**src/rtl/mfh_pkg.sv**
```systemverilog
// package for the mutex with fifo wait queue
// holds default sizes, status and command codes, fsm state and control structs
// no dependencies
package mfh_pkg;

   localparam int NUM_THREADS_DEF = 64;
   localparam int WAIT_DEPTH_DEF  = 64;

   // request command codes
   localparam logic CMD_ACQUIRE = 1'b0;
   localparam logic CMD_RELEASE = 1'b1;

   typedef enum logic [2:0] {
      ST_GRANTED       = 3'd0,
      ST_QUEUED        = 3'd1,
      ST_ALREADY_OWNER = 3'd2,
      ST_RELEASED_FREE = 3'd3,
      ST_HANDED_OVER   = 3'd4,
      ST_NOT_OWNER     = 3'd5,
      ST_QUEUE_FULL    = 3'd6
   } status_type;

   typedef enum logic {
      S_IDLE,
      S_EXEC
   } ctl_state_type;

   // controller to datapath
   typedef struct packed {
      logic capture;
      logic commit;
   } dp_cmd_type;

   // datapath to controller
   typedef struct packed {
      logic slot_free;
   } dp_stat_type;

endpackage

```
**src/rtl/mutex_fifo_handoff.sv**
```systemverilog
// the request word is latched when accepted; the result word is registered when it is committed
// a new request is taken only after the previous one is committed (accept, then execute/commit)
// the commit waits while the previous result word is still held by the consumer
// reset (synchronous, active high): lock free, no owner, fifo empty, no result pending
// depends on mfh_pkg, mfh_ctrl, mfh_datapath
module mutex_fifo_handoff #(
   parameter int NUM_THREADS = mfh_pkg::NUM_THREADS_DEF,
   parameter int WAIT_DEPTH  = mfh_pkg::WAIT_DEPTH_DEF,
   localparam int ID_W  = (NUM_THREADS > 1) ? $clog2(NUM_THREADS) : 1,
   localparam int CNT_W = $clog2(WAIT_DEPTH + 1)
) (
   input  logic             clock,
   input  logic             reset,
   input  logic             req_valid,
   output logic             req_ready,
   input  logic             req_command,
   input  logic [ID_W-1:0]  req_thread_id,
   output logic             rsp_valid,
   input  logic             rsp_ready,
   output logic [2:0]       rsp_status,
   output logic             rsp_wake_valid,
   output logic [ID_W-1:0]  rsp_wake_thread,
   output logic             rsp_lock_is_free,
   output logic [ID_W-1:0]  rsp_owner_now,
   output logic [CNT_W-1:0] rsp_waiter_count
);

   mfh_pkg::dp_cmd_type  cmd;
   mfh_pkg::dp_stat_type stat;

   mfh_ctrl u_ctrl (
      .clock     (clock),
      .reset     (reset),
      .req_valid (req_valid),
      .req_ready (req_ready),
      .cmd       (cmd),
      .stat      (stat)
   );

   mfh_datapath #(
      .NUM_THREADS (NUM_THREADS),
      .WAIT_DEPTH  (WAIT_DEPTH)
   ) u_dp (
      .clock            (clock),
      .reset            (reset),
      .cmd              (cmd),
      .stat             (stat),
      .req_command      (req_command),
      .req_thread_id    (req_thread_id),
      .rsp_valid        (rsp_valid),
      .rsp_ready        (rsp_ready),
      .rsp_status       (rsp_status),
      .rsp_wake_valid   (rsp_wake_valid),
      .rsp_wake_thread  (rsp_wake_thread),
      .rsp_lock_is_free (rsp_lock_is_free),
      .rsp_owner_now    (rsp_owner_now),
      .rsp_waiter_count (rsp_waiter_count)
   );

endmodule

```
**src/rtl/mfh_datapath.sv**
```systemverilog
// datapath: request latch, lock state, waiter fifo memory and result register
// depends on mfh_pkg; driven by mfh_ctrl through dp_cmd_type
module mfh_datapath #(
   parameter int NUM_THREADS = mfh_pkg::NUM_THREADS_DEF,
   parameter int WAIT_DEPTH  = mfh_pkg::WAIT_DEPTH_DEF,
   localparam int ID_W  = (NUM_THREADS > 1) ? $clog2(NUM_THREADS) : 1,
   localparam int PTR_W = (WAIT_DEPTH > 1) ? $clog2(WAIT_DEPTH) : 1,
   localparam int CNT_W = $clog2(WAIT_DEPTH + 1)
) (
   input  logic                clock,
   input  logic                reset,
   input  mfh_pkg::dp_cmd_type cmd,
   output mfh_pkg::dp_stat_type stat,
   input  logic                req_command,
   input  logic [ID_W-1:0]     req_thread_id,
   output logic                rsp_valid,
   input  logic                rsp_ready,
   output logic [2:0]          rsp_status,
   output logic                rsp_wake_valid,
   output logic [ID_W-1:0]     rsp_wake_thread,
   output logic                rsp_lock_is_free,
   output logic [ID_W-1:0]     rsp_owner_now,
   output logic [CNT_W-1:0]    rsp_waiter_count
);

   logic              cmd_ff;
   logic [ID_W-1:0]   tid_ff;
   logic              free_ff, free_in;
   logic [ID_W-1:0]   owner_ff, owner_in;
   logic [PTR_W-1:0]  head_ff, head_in;
   logic [PTR_W-1:0]  tail_ff, tail_in;
   logic [CNT_W-1:0]  count_ff, count_in;
   logic [ID_W-1:0]   rd_ff;
   logic [ID_W-1:0]   mem [WAIT_DEPTH];

   logic              push;
   logic              is_owner;
   logic              full;
   mfh_pkg::status_type st_in;
   logic              wake_in;

   logic              rsp_valid_ff;
   logic [2:0]        status_ff;
   logic              wake_ff;
   logic [ID_W-1:0]   wake_tid_ff;
   logic              out_free_ff;
   logic [ID_W-1:0]   out_owner_ff;
   logic [CNT_W-1:0]  out_count_ff;

   function automatic logic [PTR_W-1:0] next_ptr(input logic [PTR_W-1:0] p);
      next_ptr = (p == PTR_W'(WAIT_DEPTH - 1)) ? '0 : p + 1'b1;
   endfunction

   always_ff @(posedge clock) begin
      if (cmd.capture) begin
         cmd_ff <= req_command;
         tid_ff <= req_thread_id;
      end
   end

   assign is_owner = !free_ff && (owner_ff == tid_ff);
   assign full     = (count_ff >= CNT_W'(WAIT_DEPTH));

   always_comb begin
      free_in  = free_ff;
      owner_in = owner_ff;
      head_in  = head_ff;
      tail_in  = tail_ff;
      count_in = count_ff;
      push     = 1'b0;
      wake_in  = 1'b0;
      st_in    = mfh_pkg::ST_NOT_OWNER;
      if (cmd_ff == mfh_pkg::CMD_ACQUIRE) begin
         priority if (is_owner) begin
            st_in = mfh_pkg::ST_ALREADY_OWNER;
         end else if (free_ff) begin
            free_in  = 1'b0;
            owner_in = tid_ff;
            st_in    = mfh_pkg::ST_GRANTED;
         end else if (full) begin
            st_in = mfh_pkg::ST_QUEUE_FULL;
         end else begin
            push     = 1'b1;
            tail_in  = next_ptr(tail_ff);
            count_in = count_ff + 1'b1;
            st_in    = mfh_pkg::ST_QUEUED;
         end
      end else begin
         priority if (!is_owner) begin
            st_in = mfh_pkg::ST_NOT_OWNER;
         end else if (count_ff != '0) begin
            // hand the lock to the oldest waiter
            head_in  = next_ptr(head_ff);
            count_in = count_ff - 1'b1;
            owner_in = rd_ff;
            wake_in  = 1'b1;
            st_in    = mfh_pkg::ST_HANDED_OVER;
         end else begin
            free_in  = 1'b1;
            owner_in = '0;
            st_in    = mfh_pkg::ST_RELEASED_FREE;
         end
      end
   end

   always_ff @(posedge clock) begin
      if (reset) begin
         free_ff  <= 1'b1;
         owner_ff <= '0;
         head_ff  <= '0;
         tail_ff  <= '0;
         count_ff <= '0;
      end else if (cmd.commit) begin
         free_ff  <= free_in;
         owner_ff <= owner_in;
         head_ff  <= head_in;
         tail_ff  <= tail_in;
         count_ff <= count_in;
      end
   end

   // head word is read every cycle; the controller passes through idle after each commit
   always_ff @(posedge clock) begin
      if (cmd.commit && push) begin
         mem[tail_ff] <= tid_ff;
      end
      rd_ff <= mem[head_ff];
   end

   always_ff @(posedge clock) begin
      if (reset) begin
         rsp_valid_ff <= 1'b0;
      end else if (cmd.commit) begin
         rsp_valid_ff <= 1'b1;
      end else if (rsp_ready) begin
         rsp_valid_ff <= 1'b0;
      end
   end

   always_ff @(posedge clock) begin
      if (cmd.commit) begin
         status_ff    <= st_in;
         wake_ff      <= wake_in;
         wake_tid_ff  <= wake_in ? rd_ff : '0;
         out_free_ff  <= free_in;
         out_owner_ff <= free_in ? '0 : owner_in;
         out_count_ff <= count_in;
      end
   end

   assign stat.slot_free  = !rsp_valid_ff || rsp_ready;

   assign rsp_valid        = rsp_valid_ff;
   assign rsp_status       = status_ff;
   assign rsp_wake_valid   = wake_ff;
   assign rsp_wake_thread  = wake_tid_ff;
   assign rsp_lock_is_free = out_free_ff;
   assign rsp_owner_now    = out_owner_ff;
   assign rsp_waiter_count = out_count_ff;

endmodule

```
**src/rtl/mfh_ctrl.sv**
```systemverilog
// controller fsm: takes one request word, then commits it when the result slot frees
// depends on mfh_pkg; drives mfh_datapath
module mfh_ctrl (
   input  logic                 clock,
   input  logic                 reset,
   input  logic                 req_valid,
   output logic                 req_ready,
   output mfh_pkg::dp_cmd_type  cmd,
   input  mfh_pkg::dp_stat_type stat
);

   mfh_pkg::ctl_state_type state_ff, state_in;

   always_ff @(posedge clock) begin
      if (reset) begin
         state_ff <= mfh_pkg::S_IDLE;
      end else begin
         state_ff <= state_in;
      end
   end

   always_comb begin
      state_in    = state_ff;
      req_ready   = 1'b0;
      cmd.capture = 1'b0;
      cmd.commit  = 1'b0;
      unique case (state_ff)
         mfh_pkg::S_IDLE: begin
            req_ready = 1'b1;
            if (req_valid) begin
               cmd.capture = 1'b1;
               state_in    = mfh_pkg::S_EXEC;
            end
         end
         mfh_pkg::S_EXEC: begin
            if (stat.slot_free) begin
               cmd.commit = 1'b1;
               state_in   = mfh_pkg::S_IDLE;
            end
         end
         default: begin
            state_in = mfh_pkg::S_IDLE;
         end
      endcase
   end

endmodule

```
**config.mk**
```make
export PLATFORM = sky130hd
export DESIGN_NAME = mutex_fifo_handoff
export DESIGN_NICKNAME = d
export VERILOG_FILES = /design/src/rtl/mfh_pkg.sv /design/src/rtl/mutex_fifo_handoff.sv /design/src/rtl/mfh_datapath.sv /design/src/rtl/mfh_ctrl.sv
export SDC_FILE = /design/constraint.sdc
export NUM_CORES = 1
export LEC_CHECK = 0
export BUFFER_PORTS_ARGS = -buffer_cell sky130_fd_sc_hd__buf_2
export CAP_MARGIN = 20
export CORE_MARGIN = 2
export CORE_UTILIZATION = 56
export CTS_CLUSTER_DIAMETER = 40
export DETAILED_ROUTE_END_ITERATION = 16
export PLACE_DENSITY = 0.8
export REMOVE_ABC_BUFFERS = 1
export SKIP_CTS_REPAIR_TIMING = 1
export SLEW_MARGIN = 20
export SYNTH_ARGS = -nofsm -noshare
export SYNTH_HDL_FRONTEND = slang
export SYNTH_HIERARCHICAL = 1
export SYNTH_SLANG_ARGS = --single-unit
export TNS_END_PERCENT = 50
```
**constraint.sdc**
```tcl
create_clock -name clock -period 3.1 [get_ports clock]
set_input_delay 0.465 -clock clock [delete_from_list [all_inputs] [get_ports clock]]
set_output_delay 0.465 -clock clock [all_outputs]
set_load 0.02 [all_outputs]
```
# --- Word level (Yosys, flattened, before mapping) ---
# Memory sizes are Yosys's and may differ from the RTL's. A register that Yosys moved wholly into a read port is not among the register bits.
# Index checks and enable logic that the tools add are counted.
op_classes:
  add_sub_neg: 4
  order_cmp: 1
  eq_ne: 3
  muxes: 41
  n_bitwise: 5
  reduce_logical: 9
op_table:
  columns: ["cell", "n"]
  rows:
  - ["$mux 6", 7]
  - ["$mux 7", 6]
  - ["$mux 1", 21]
  - ["$mux 3", 6]
  - ["$add 6x1->6 const B", 2]
  - ["$eq 6x6->1 const B", 2]
  - ["$add 7x1->7 const B", 1]
  - ["$ge 7x7->1 const B", 1]
  - ["$reduce_bool 7->1", 1]
  - ["$sub 7x1->7 const B", 1]
  - ["$eq 6x6->1", 1]
  - ["$not 1->1", 5]
  - ["$reduce_and 5->1", 1]
  - ["$reduce_and 4->1", 1]
  - ["$logic_and 1x1->1", 2]
  - ["$logic_not 1->1", 2]
  - ["$pmux 1 s2", 1]
  - ["$reduce_bool 2->1", 1]
  - ["$logic_or 1x1->1", 1]
totals:
  ff_bits: 59
  ramBits: 384
  out_inout_bits: 26
  memories: 1
memory_table:
  columns: ["name", "depth", "word_bits", "read_ports", "rd_ports_with_merged_regs", "wr", "line", "source"]
  rows:
  - ["u_dp.mem", 64, 6, 1, 1, 1, "mfh_datapath.sv:34", "logic [ID_W-1:0] mem [WAIT_DEPTH];"]

# --- Longest topological paths before layout ---
logic_depth:
  depth_word: 8
  depth_mapped: 9
  ltp_nobuf: 7

# --- Cells and area by module ---
# The synthesis kept the hierarchy.
modules_own_cells:
  columns: ["mod", "instances", "cells_per_inst", "area_per_inst_um2", "seq_area_each_um2"]
  rows:
  - ["mfh_datapath", 1, 1047, 18292.5, 13122.6]
  - ["mfh_ctrl", 1, 6, 55.1, 20.0]

# --- Least setup slack after synthesis ---
# Ideal clock, no wire load.
synth_timing:
  path_kind: "reg-to-reg"
  startpoint: "register u_dp.tid_ff[0]"
  endpoint: "memory u_dp/mem[60][0] (netlist name) (enable)"
  setup_ns: 0.350
  t_arrival_ns: 2.835
  required_time_ns: 2.750
  slack_ns: -0.085
  path_stages_with_launch: 8
  n_path_buf: 2
  cell_sequence: "edfxtp_1 xnor2_1 and4_1 buf_2 a21o_1 or4b_1 buf_2 nor2_1"
synth_via:
  elab_chain_cells: 7
synth_lines:
  columns: ["item", "line", "source"]
  rows:
  - ["start: declaration", "mfh_datapath.sv:27", "logic [ID_W-1:0] tid_ff;"]
  - ["start signal: assignment", "mfh_datapath.sv:57", "tid_ff <= req_thread_id;"]
  - ["$eq 6x6->1", "mfh_datapath.sv:61", "assign is_owner = !free_ff && (owner_ff == tid_ff);"]
  - ["$logic_and 1x1->1", "mfh_datapath.sv:61", null]
  - ["$mux 1", "mfh_datapath.sv:74", "priority if (is_owner) begin"]
  - ["$mux 1", "mfh_datapath.sv:73", "if (cmd_ff == mfh_pkg::CMD_ACQUIRE) begin"]
  - ["$logic_and 1x1->1", "mfh_datapath.sv:124", "if (cmd.commit && push) begin"]
  - ["$mux 1", "mfh_datapath.sv:124", null]
  - ["$mux 1 (not written as such)", "mfh_datapath.sv:125", "mem[tail_ff] <= tid_ff;"]
  - ["end: declaration", "mfh_datapath.sv:34", null]
# Every way passes these cells.

# --- Worst setup path after layout ---
layout_timing:
  startpoint: "register u_dp.tid_ff[0]"
  endpoint: "memory u_dp/mem[25][4] (netlist name) (enable)"
# The elaborated chain is that of the path after synthesis.

==> impl_metrics.json <==
{
  "status": "finished clean",
  "worstSetupPathDepth": 5,
  "maxSlewHeadroom": 0.353,
  "fillers": 2162,
  "worst_ep_required_time_ns": 3.30,
  "async_flop_share": 0,
  "die_w_um": 185,
  "gp_congestion": 0.881,
  "cts-root-buf": "clkbuf_16",
  "netlist_instances": 1053,
  "multi_input_area_um2": 4820,
  "path_clk_slew_ns": 0.06,
  "path_class": "reg2reg",
  "clock_insertion_delay_worst_skew_ns": 0.58,
  "yosysWarningCount": 6,
  "hold_violations": 0,
  "yosysUniqueCellTypes": 71,
  "firstDrtPassIters": 6,
  "start_kind": "flop",
  "core_um2": 32400,
  "grt-ovfl-total": 0,
  "nNetsFinal": 1135,
  "drv_cap": 0,
  "vias_per_cell": 6.42,
  "tns_ns": 0,
  "yosys_register_bits": 449,
  "power.density_nw_per_um2": 624,
  "setup_viol": 0,
  "period_minus_slack_ns": 2.83,
  "grt_pass1_wl_mm": 62.2,
  "start_util": 0.567,
  "endpoint": "u_dp/mem[25][4]$_DFFE_PP_",
  "grt.total_usage": 0.248,
  "r2r_start": "u_dp/tid_ff[0]$_DFFE_PP_",
  "tightest_slew_ns": 0.968,
  "synth_area_um2": 18300,
  "die_h_um": 185,
  "cts_buffer_depth": 3,
  "peakVddDrop_mv": 0.487,
  "clock_skew_ns": 0.0267,
  "io-pin-count": 37,
  "leakage_nw": 6.49,
  "drc": 0,
  "h-tree-depth": 2,
  "finalCritPeriodShare": 0.912,
  "fmax_ghz": 0.354,
  "yosysSeqAreaShare": 0.716,
  "hold_path.class": "in2reg",
  "cp_top_family": "simple AND/OR/NAND/NOR gates",
  "syn_avg_cell_area_um2": 17.4,
  "worst_ep_arrival_time_ns": 3.02,
  "drtIter0Drc": 1243,
  "place_ws_ns": 0.233,
  "drive_gt1_frac": 0.254,
  "rr_worst_depth": 5,
  "via_count": 10300,
  "fin_util": 0.646,
  "startpoint": "u_dp/tid_ff[0]$_DFFE_PP_",
  "cp_cell_sequence": "xnor2_1 -> and4_1 -> a21o_1 -> or4b_1 -> nor2_1",
  "crit_slowest_cell": "or4b_1",
  "slowest_delay_ns": 0.82,
  "cts_sinks": 449,
  "cts_tree": "yes",
  "rsz0062_at_grt": "no",
  "ant_nets": 0,
  "rrSetupSlack_ns": 0.27,
  "dp_hpwl_mm": 25.1,
  "finalWorstSetupSlack_ns": 0.274,
  "cp_num_buf_inv": 0,
  "grt_max_degree": 66,
  "worstPathMaxFanout": 8,
  "whs_ns": 0.0798,
  "numCtsBuffers": 48,
  "wirelength_mm": 41.2,
  "drv_slew": 0,
  "die-area_um2": 34200,
  "ys.flop_type": "edfxtp_1",
  "rows": 66,
  "regArea_um2": 13200,
  "synth_edf_count": 415,
  "diodes": 0,
  "post_drt_wl_per_cell_um": 25.7,
  "portBuffers": 36,
  "antenna_found_initial": 0,
  "reg2reg_to": "u_dp/mem[25][4]$_DFFE_PP_",
  "p_total_mw": 13.0,
  "grt_pass1_vias": 10300,
  "synthToLayoutAreaGrowth_pct": 13.9,
  "end_kind": "flop"
}
-- area by class of cell --
class,count,area share
sequential,449,0.629
multi-input combinational,518,0.231
timing repair buffer,86,0.0290
tap,442,0.0265
inverter,17,0.00305
clock buffer,57,0.0641
clock inverter,32,0.0171
-- power breakdown --
part / switching (mW) / internal [mW] / total, mW
Clock: 2.42 / 3.56 / 5.98
Sequential: 0.0216 / 6.66 / 6.69
Combinational: 0.281 / 0.0903 / 0.371
-- state kept, by name, summed over array words and instances (netlist names) --
register and count:
u_ctrl/state_ff 1, u_dp/cmd_ff 1, u_dp/count_ff 7, u_dp/free_ff 1
u_dp/head_ff 6, u_dp/mem 384, u_dp/owner_ff 6, u_dp/rd_ff 6
u_dp/rsp_lock_is_free 1, u_dp/rsp_owner_now 6, u_dp/rsp_status 3, u_dp/rsp_valid 1
u_dp/rsp_waiter_count 7, u_dp/rsp_wake_thread 6, u_dp/rsp_wake_valid 1, u_dp/tail_ff 6
u_dp/tid_ff 6
-- worst min-delay path by stage --
stage	slack (ns)	end	startpoint	depth (start not counted)
finish	0.08	u_dp/tid_ff[4]$_DFFE_PP_	req_thread_id[4]	1
global route	0.07	u_dp/tid_ff[0]$_DFFE_PP_	req_thread_id[0]	1
CTS	0.07	u_dp/tid_ff[2]$_DFFE_PP_	req_thread_id[2]	1
detailed placement	0.49	u_dp/rsp_valid$_SDFFE_PP0P_	u_dp/rsp_valid$_SDFFE_PP0P_	2
global placement	0.49	u_dp/rsp_valid$_SDFFE_PP0P_	u_dp/rsp_valid$_SDFFE_PP0P_	2
floorplan	0.49	u_dp/owner_ff[5]$_SDFFE_PP0P_	u_dp/rd_ff[5]$_DFF_P_	2
-- routing by layer --
layer	global-route usage	wire length, um
met1	0.323	15100
met5	0	0
met3	0.0517	3910
met2	0.412	20600
met4	0.0968	1610
-- cells in the mapped netlist (all sizes together), types with 5 or more instances --
master / n / area share
nor2: 103 / 0.021
a221oi: 6 / 0.0029
nor2b: 17 / 0.0058
mux4: 97 / 0.12
o211ai: 8 / 0.0033
buf: 43 / 0.012
o31ai: 9 / 0.0044
nand4: 11 / 0.0041
a31oi: 12 / 0.0041
nand3b: 5 / 0.0020
nand2: 37 / 0.0076
o22a: 6 / 0.0029
nor3: 16 / 0.0053
a21oi: 18 / 0.0049
a211oi: 22 / 0.0090
mux2: 14 / 0.0086
mux2i: 16 / 0.0087
and2: 7 / 0.0025
inv: 16 / 0.0033
nand3: 19 / 0.0052
a2111oi: 7 / 0.0033
o21ai: 15 / 0.0041
edfxtp: 415 / 0.68
dfxtp: 34 / 0.037
nor4: 5 / 0.0020
xnor2: 12 / 0.0057
clkbuf: 26 / 0.0053
-- worst reg2reg max path, stage by stage (launching register included) --
cell and delay (ns):
edfxtp_1 0.40, xnor2_1 0.17, and4_1 0.26, a21o_1 0.26, or4b_1 0.82, nor2_1 0.55
-- per-stage QoR --
step / cell area (um2) / cells
6_report: 20900 / 1601
3_5_place_dp: 19200 / 1512
2_1_floorplan: 18000 / 984
3_3_place_gp: 19200 / 1512
5_1_grt: 20900 / 1601
4_1_cts: 20900 / 1601
-- placed cells by master, fill, tap and decap left out, types with 16 or more instances in the layout --
master / count
a211oi_1: 22
a21oi_1: 18
buf_2: 36
buf_4: 46
clkbuf_16: 52
dfxtp_1: 30
edfxtp_1: 415
mux2i_1: 16
mux4_2: 97
nand2_1: 37
nand3_1: 19
nor2_1: 103
nor2b_1: 17
-- cells by family (layout without fill, tap and decap cells) --
family,Yosys count,after routing,synth area share
flops,449,449,0.716
simple gates,244,244,0.0658
compound gates,128,128,0.0509
mux,127,127,0.136
buf+inv,86,192,0.0207
xor+xnor,15,15,0.00716
fa+ha+maj,4,4,0.00273
No activity file was read; power rests on OpenSTA's default activity.
